<file path="src/rtl/ea2rm_pkg.sv">
// ea2rm_pkg: shared constants, types and functions for the Euler angle to
// rotation matrix core. No dependencies.
`default_nettype none
package ea2rm_pkg;

    localparam int ANGLE_BITS_DEF    = 16;
    localparam int OUT_BITS_DEF      = 16;
    localparam int CORDIC_STAGES_DEF = 16;
    localparam int MAX_STAGES        = 32;

    // Q2.30 CORDIC start value (gain compensation)
    localparam logic signed [33:0] CORDIC_GAIN = 34'sh026DD3B6A;

    // convention codes
    localparam logic [1:0] CONV_ABG   = 2'd0;
    localparam logic [1:0] CONV_BUNGE = 2'd1;
    localparam logic [1:0] CONV_XZXZ  = 2'd2;
    localparam logic [1:0] CONV_XYZ   = 2'd3;
    localparam logic [1:0] CONV_RESET = CONV_BUNGE;

    // arctangent table, units of 2^-32 turn
    function automatic logic signed [33:0] atan_lut(input logic [4:0] idx);
        logic [31:0] v;
        begin
            unique case (idx)
                5'd0:  v = 32'h20000000;
                5'd1:  v = 32'h12E4051E;
                5'd2:  v = 32'h09FB385B;
                5'd3:  v = 32'h051111D4;
                5'd4:  v = 32'h028B0D43;
                5'd5:  v = 32'h0145D7E1;
                5'd6:  v = 32'h00A2F61E;
                5'd7:  v = 32'h00517C55;
                5'd8:  v = 32'h0028BE53;
                5'd9:  v = 32'h00145F2F;
                5'd10: v = 32'h000A2F98;
                5'd11: v = 32'h000517CC;
                5'd12: v = 32'h00028BE6;
                5'd13: v = 32'h000145F3;
                5'd14: v = 32'h0000A2FA;
                5'd15: v = 32'h0000517D;
                5'd16: v = 32'h000028BE;
                5'd17: v = 32'h0000145F;
                5'd18: v = 32'h00000A30;
                5'd19: v = 32'h00000518;
                5'd20: v = 32'h0000028C;
                5'd21: v = 32'h00000146;
                5'd22: v = 32'h000000A3;
                5'd23: v = 32'h00000051;
                5'd24: v = 32'h00000029;
                5'd25: v = 32'h00000014;
                5'd26: v = 32'h0000000A;
                5'd27: v = 32'h00000005;
                5'd28: v = 32'h00000003;
                5'd29: v = 32'h00000001;
                5'd30: v = 32'h00000001;
                default: v = 32'h00000000;
            endcase
            atan_lut = $signed({2'b00, v});
        end
    endfunction

    // Q2.30 product with round half up
    function automatic logic signed [33:0] qmul(input logic signed [33:0] p,
                                                input logic signed [33:0] q);
        logic signed [67:0] pr;
        begin
            pr   = p * q + 68'sd536870912;
            qmul = pr[63:30];
        end
    endfunction

    typedef struct packed {
        logic signed [33:0] s;
        logic signed [33:0] c;
    } sc_t;

endpackage
`default_nettype wire

</file>
<file path="src/rtl/ea2rm_cordic.sv">
// ea2rm_cordic: pipelined CORDIC sine/cosine, one register stage per iteration.
// Depends on ea2rm_pkg.
`default_nettype none
module ea2rm_cordic
    import ea2rm_pkg::*;
#(
    parameter int ANGLE_BITS    = ANGLE_BITS_DEF,
    parameter int CORDIC_STAGES = CORDIC_STAGES_DEF
)
(
    input  wire logic                  clk,
    input  wire logic                  en,
    input  wire logic [ANGLE_BITS-1:0] angle,
    output sc_t                        result
);
    localparam int NST = (CORDIC_STAGES > MAX_STAGES) ? MAX_STAGES : CORDIC_STAGES;

    logic signed [33:0] x_reg [NST+1];
    logic signed [33:0] y_reg [NST+1];
    logic signed [33:0] z_reg [NST+1];
    logic               flip_reg [NST+1];

    logic [31:0] ph;
    logic        flip_in;
    logic [31:0] ph_adj;

    // range reduction into [-pi/2, pi/2)
    always_comb
    begin
        ph      = {angle, {(32-ANGLE_BITS){1'b0}}};
        flip_in = ph[31] ^ ph[30];
        ph_adj  = flip_in ? (ph + 32'h80000000) : ph;
    end

    always_ff @(posedge clk)
    begin
        if (en)
        begin
            x_reg[0]    <= CORDIC_GAIN;
            y_reg[0]    <= '0;
            z_reg[0]    <= $signed({{2{ph_adj[31]}}, ph_adj});
            flip_reg[0] <= flip_in;
        end
    end

    // one micro-rotation per stage
    for (genvar i = 0; i < NST; i++)
    begin : g_stage
        logic signed [33:0] dx;
        logic signed [33:0] dy;
        logic signed [33:0] at;
        assign dx = y_reg[i] >>> i;
        assign dy = x_reg[i] >>> i;
        assign at = atan_lut(5'(i));
        always_ff @(posedge clk)
        begin
            if (en)
            begin
                if (z_reg[i] >= 0)
                begin
                    x_reg[i+1] <= x_reg[i] - dx;
                    y_reg[i+1] <= y_reg[i] + dy;
                    z_reg[i+1] <= z_reg[i] - at;
                end
                else
                begin
                    x_reg[i+1] <= x_reg[i] + dx;
                    y_reg[i+1] <= y_reg[i] - dy;
                    z_reg[i+1] <= z_reg[i] + at;
                end
                flip_reg[i+1] <= flip_reg[i];
            end
        end
    end

    assign result.c = flip_reg[NST] ? -x_reg[NST] : x_reg[NST];
    assign result.s = flip_reg[NST] ? -y_reg[NST] : y_reg[NST];
endmodule
`default_nettype wire

</file>
<file path="config.mk">
export PLATFORM = sky130hd
export DESIGN_NAME = ea2rm_cordic
export DESIGN_NICKNAME = d
export VERILOG_FILES = /design/src/rtl/ea2rm_pkg.sv /design/src/rtl/ea2rm_cordic.sv
export SDC_FILE = /design/constraint.sdc
export NUM_CORES = 2
export LEC_CHECK = 0
export ABC_CLOCK_PERIOD_IN_PS = 11400
export BUFFER_PORTS_ARGS = -buffer_cell sky130_fd_sc_hd__buf_2
export CAP_MARGIN = 30
export CORE_MARGIN = 1.5
export CORE_UTILIZATION = 60
export CTS_CLUSTER_DIAMETER = 150
export DETAILED_ROUTE_END_ITERATION = 6
export PLACE_DENSITY = 0.76
export SETUP_SLACK_MARGIN = 0.15
export SYNTH_ARGS = -nofsm -noshare
export SYNTH_HDL_FRONTEND = slang
export SYNTH_SLANG_ARGS = --single-unit
export TNS_END_PERCENT = 20
</file>
<file path="constraint.sdc">
create_clock -name clk -period 11.4 [get_ports clk]
set_input_delay 2.28 -clock clk [delete_from_list [all_inputs] [get_ports clk]]
set_output_delay 2.28 -clock clk [all_outputs]
set_load 0.01 [all_outputs]
</file>
Yosys cells after proc, flatten, opt, wreduce, memory -nomap -nowiden
Memories as Yosys holds them, arrays and structs flattened.
Cells that the tools add are included.
{"block": "totals", "reg_bits": 0, "mem_bits_rw": 1751, "input_bits": 18, "output_inout_bits": 68, "n_memories": 4}
{"memory": "x_reg", "depth": 17, "width": 34, "read_ports": 17, "rd_ports_with_merged_regs": 0, "wr": 17, "line": "ea2rm_cordic.sv:18", "rtl": "logic signed [33:0] x_reg [NST+1];"}
{"memory": "y_reg", "depth": 17, "width": 34, "read_ports": 17, "rd_ports_with_merged_regs": 0, "wr": 17, "line": "ea2rm_cordic.sv:19", "rtl": "logic signed [33:0] y_reg [NST+1];"}
{"memory": "z_reg", "depth": 17, "width": 34, "read_ports": 16, "rd_ports_with_merged_regs": 0, "wr": 17, "line": "ea2rm_cordic.sv:20", "rtl": "logic signed [33:0] z_reg [NST+1];"}
{"memory": "flip_reg", "depth": 17, "width": 1, "read_ports": 17, "rd_ports_with_merged_regs": 0, "wr": 17, "line": "ea2rm_cordic.sv:21", "rtl": "logic flip_reg [NST+1];"}
{"block": "classes", "add_sub_neg": 98, "magnitude_cmp": 16, "muxes": 149, "bitwise_logic": 49}
{"cell": "$mux 34", "count": 50}
{"cell": "$ge 34x1->1 const B", "count": 16}
{"cell": "$mux 1", "count": 98}
{"cell": "$add 34x19->34", "count": 2}
{"cell": "$add 34x20->34", "count": 2}
{"cell": "$add 34x21->34", "count": 2}
{"cell": "$add 34x22->34", "count": 2}
{"cell": "$add 34x23->34", "count": 2}
{"cell": "$add 34x24->34", "count": 2}
{"cell": "$add 34x25->34", "count": 2}
{"cell": "$add 34x26->34", "count": 2}
{"cell": "$add 34x27->34", "count": 2}
{"cell": "$add 34x28->34", "count": 2}
{"cell": "$add 34x29->34", "count": 2}
{"cell": "$add 34x30->34", "count": 2}
{"cell": "$add 34x31->34", "count": 2}
{"cell": "$add 34x32->34", "count": 2}
{"cell": "$add 34x33->34", "count": 2}
{"cell": "$neg 34->34", "count": 2}
{"cell": "$sub 34x19->34", "count": 2}
{"cell": "$sub 34x20->34", "count": 2}
{"cell": "$sub 34x21->34", "count": 2}
{"cell": "$sub 34x22->34", "count": 2}
{"cell": "$sub 34x23->34", "count": 2}
{"cell": "other kinds (48)", "count": 106}

Longest topological paths before layout
An unclocked memory read counts as a cell.
{"block": "logic_depth", "word_depth": 6, "mapped_depth": 22, "mapped_depth_nobuf": 22}

Worst setup path before layout
Ideal clock, no wire load.
{"block": "synth_timing", "path_type": "input to register", "start": "in en", "end": "mem x_reg[6][33] (data pin)", "setup_ns": 0.268, "arrival_ns": 6.409, "required_ns": 11.132, "path_slack_ns": 4.723, "stages": 17, "path_cell_list": "clkbuf_1 nand2_1 clkbuf_1 o41ai_1 xnor2_1 ha_1 or4_1 o21ai_2 o31ai_2 a211o_1 a22o_4 a2111oi_4 o21ai_2 a221oi_2 o21ai_1 a21oi_1 xnor3_1"}
{"element": "start: declaration", "line": "ea2rm_cordic.sv:12", "rtl": "input wire logic en,"}
{"element": "end: declaration", "line": "ea2rm_cordic.sv:18"}

==> results by group <==
Synth
  • Yosys reg bits: 1462
  • Synth warn: 0
  • Commonest register cell after synthesis: edfxtp_1
  • Seq/Total Area, Yosys: 35.8%
  • Number of library cell types mapped by synthesis: 104
  • Ys async rst share: 0%
  • Post-Syn Instances: 12700
  • Syn Nets: 14200
  • Number of synthesized flops with an enable pin: 1462
  • Mapped Area: 123000 sq um
  • Mean Syn Cell Area: 9.63 sq um

CTS
  • Post-CTS sizing: 0
  • Num Clock Sinks: 1462
  • Hold-fix buffers, CTS: 0
  • TritonCTS clock tree: done
  • Worst-path clk slew: 0.06 ns
  • H-tree depth: 4
  • Total CTS buffers: 166
  • Clk_lat worst skew: 0.83 ns
  • Post-CTS Setup Inserts: 0
  • Clk buf depth: 3
  • Root Buffer: clkbuf_16

Worst setup path
  • Critical Path End Type: flop
  • Crit path launch type: primary input
  • Crit path DAT: 7.89 ns
  • Crit-path max FO: 76
  • Buf/Inv on CP: 4
  • Worst r2r src: x_reg[3][3]
  • Largest stage delay on the critical path: 0.49 ns
  • Worst r2r dst: y_reg[4][31]
  • Instance count on the critical path: 18
  • Worst Path Required: 11.95 ns
  • Worst setup endpoint: y_reg[9][33]
  • Worst R2R Path Depth: 19
  • CP max stage cell: buf_4
  • Crit path from: en
  • CP delay by family, top: compound AO/OA/AOI/OAI gates
  • Crit-path cells: buf_12, buf_4, nand2_2, inv_2, buf_4, nor2_1, xnor2_1, ha_1, o31ai_1, a31oi_1, o2111ai_1, a211oi_1, o211a_1, a41o_1, a211oi_1, o21ai_0, a21oi_1, xnor2_1
  • Flop2flop setup slack: 5.65 ns
  • Kind of critical path: primary input to flop

Global routing
  • Grt peak-use layer: met2
  • Vias in the first global route: 93000
  • M2 GR Usage: 50.8%
  • Met1 usage: 37.9%
  • Largest net degree at the start of global routing: 168
  • First-pass GRT wire length: 494000 um
  • Initial antenna violation count: 4
  • All-Layer GR Usage: 29.5%
  • Met3 Use GR: 4.07%
  • Total gr overflow: 0

Place
  • Pre-CTS setup slack: 3.37 ns
  • Placed Area: 126000 sq um
  • # port buffers: 85
  • GPL Wtd Cong: 0.987
  • Detail Placement HPWL: 245000 um

Timing
  • Final WS setup: 4.06 ns
  • RSZ-0062 raised after global routing: false
  • Shortest period the worst path allows: 7.34 ns
  • Clk_skew: 0.0416 ns
  • Final Cycle Share: 64.4%
  • Relative slew slack: 30.4%
  • Slew @ Worst Pin: 1.04 ns
  • Fmax: 136 MHz
  • Final Setup Violations: 0
  • Fin. max-slew vios: 0
  • TNS Setup: 0 ns
  • Hold Fails Final Rpt: 0

Die
  • IO Count: 86
  • Die Height: 455 um
  • Die area: 207000 sq um
  • Initial Util: 60.5%
  • Core Box Area: 203000 sq um
  • Die W: 455 um
  • Num rows: 165

Cells and area
  • Share of cells above drive strength 1: 4.51%
  • Final core utilization: 65.0%
  • Largest register FFs: 511
  • Most common cell after layout, fill and taps aside: edfxtp_1
  • Layout Nets: 14300
  • Area grow syn2layout: 7.48%
  • Final std cell area, no fill: 132000 sq um
  • Most frequent cells in the layout: edfxtp_1, ha_1, a21oi_1, xnor2_1, nor2_1

Detailed routing
  • Vias/cell: 6.21
  • Via count: 97200
  • Residual DRC count: 5
  • WL per Instance: 19.9 um
  • Wirelength, routed: 312000 um
  • Post-route ant nets: 0
  • Number of detailed-route iterations in the first pass: 7
  • Iter 0 DRT Violations: 7776

Hold path
  • Min-delay worst type: flop to flop
  • Hold depth: 0

Status
  • Status: complete, but fails checks
  • Violated checks: DRC

Flow run
  • Number of max-cap violations: 0
[through the flow]
stage | cells | hold WS (ns)
5_1_grt | 15700 | 0.407
6_report | 15700 | 0.416
2_1_floorplan | 12700 | 0.400
3_5_place_dp | 15400 | 0.405
3_3_place_gp | 15300 | 0.400
4_1_cts | 15700 | 0.413
[synthesized netlist by cell type, types with 23 or more instances]
cell | instances | area share (%)
edfxtp_1 | 1462 | 36
ha_1 | 1379 | 14
a21oi_1 | 1364 | 5.6
xnor2_1 | 1270 | 9.1
nor2_1 | 953 | 2.9
nand2_1 | 752 | 2.3
a21o_1 | 645 | 3.9
o21ai_0 | 638 | 2.6
xor2_1 | 610 | 4.4
inv_1 | 514 | 1.6
nor3_1 | 276 | 1.1
nand2b_1 | 210 | 1.1
o21a_1 | 209 | 1.3
nand3_1 | 191 | 0.78
nor2b_1 | 186 | 0.95
clkbuf_1 | 161 | 0.49
o21bai_1 | 158 | 0.97
o31ai_1 | 137 | 0.84
a31oi_1 | 120 | 0.61
and3_1 | 106 | 0.54
a211oi_1 | 105 | 0.64
nor4_1 | 91 | 0.46
nand4_1 | 90 | 0.46
or3_1 | 81 | 0.41
o41ai_1 | 79 | 0.56
o21ai_1 | 75 | 0.31
or4_1 | 60 | 0.37
o211ai_1 | 58 | 0.36
and2_1 | 54 | 0.28
mux2_2 | 53 | 0.49
or2_2 | 53 | 0.27
mux2i_1 | 49 | 0.40
fa_1 | 42 | 0.69
a21boi_0 | 36 | 0.22
buf_1 | 30 | 0.092
o31a_1 | 29 | 0.21
nand3b_1 | 27 | 0.17
a31o_2 | 26 | 0.19
nor3b_1 | 23 | 0.14
[layout make-up]
cell class	instances	area (sq um)
sequential	1462	43900
inverter	525	1970
antenna	2	5.00
multi-input combinational	10500	76000
clock inverter	118	1350
timing repair buffer	145	973
tap	2672	3340
fill	16300	70900
clock buffer	189	4240
[metal layers]
layer,part of all wire (%),vias to the layer above
met4,3.5,4
li1,-,47600
met1,43,46100
met3,5.8,611
met2,48,2860
met5,0.0087,-
[how the worst min path moves through the flow]
stage / from / end / slack (ns)
floorplan: flip_reg[0][9] / flip_reg[0][10] / 0.40
global placement: flip_reg[0][13] / flip_reg[0][14] / 0.40
detailed placement: flip_reg[0][2] / flip_reg[0][3] / 0.40
CTS: z_reg[10][1] / z_reg[11][1] / 0.41
global route: z_reg[10][1] / z_reg[11][1] / 0.41
finish: flip_reg[0][14] / flip_reg[0][15] / 0.42
[kinds of logic after synthesis]
kind of cell	share of synthesized area, %
buffers and inverters	2.22
multiplexers	0.886
AO/OA/AOI/OAI	20.3
XOR/XNOR	13.4
adder cells (fa/ha/maj)	14.8
flip-flops	35.8
AND/OR/NAND/NOR	12.6
Power is left out: the tool's default activity adds up to more than one toggle a clock period on the data nets, which glitch-free logic cannot reach.
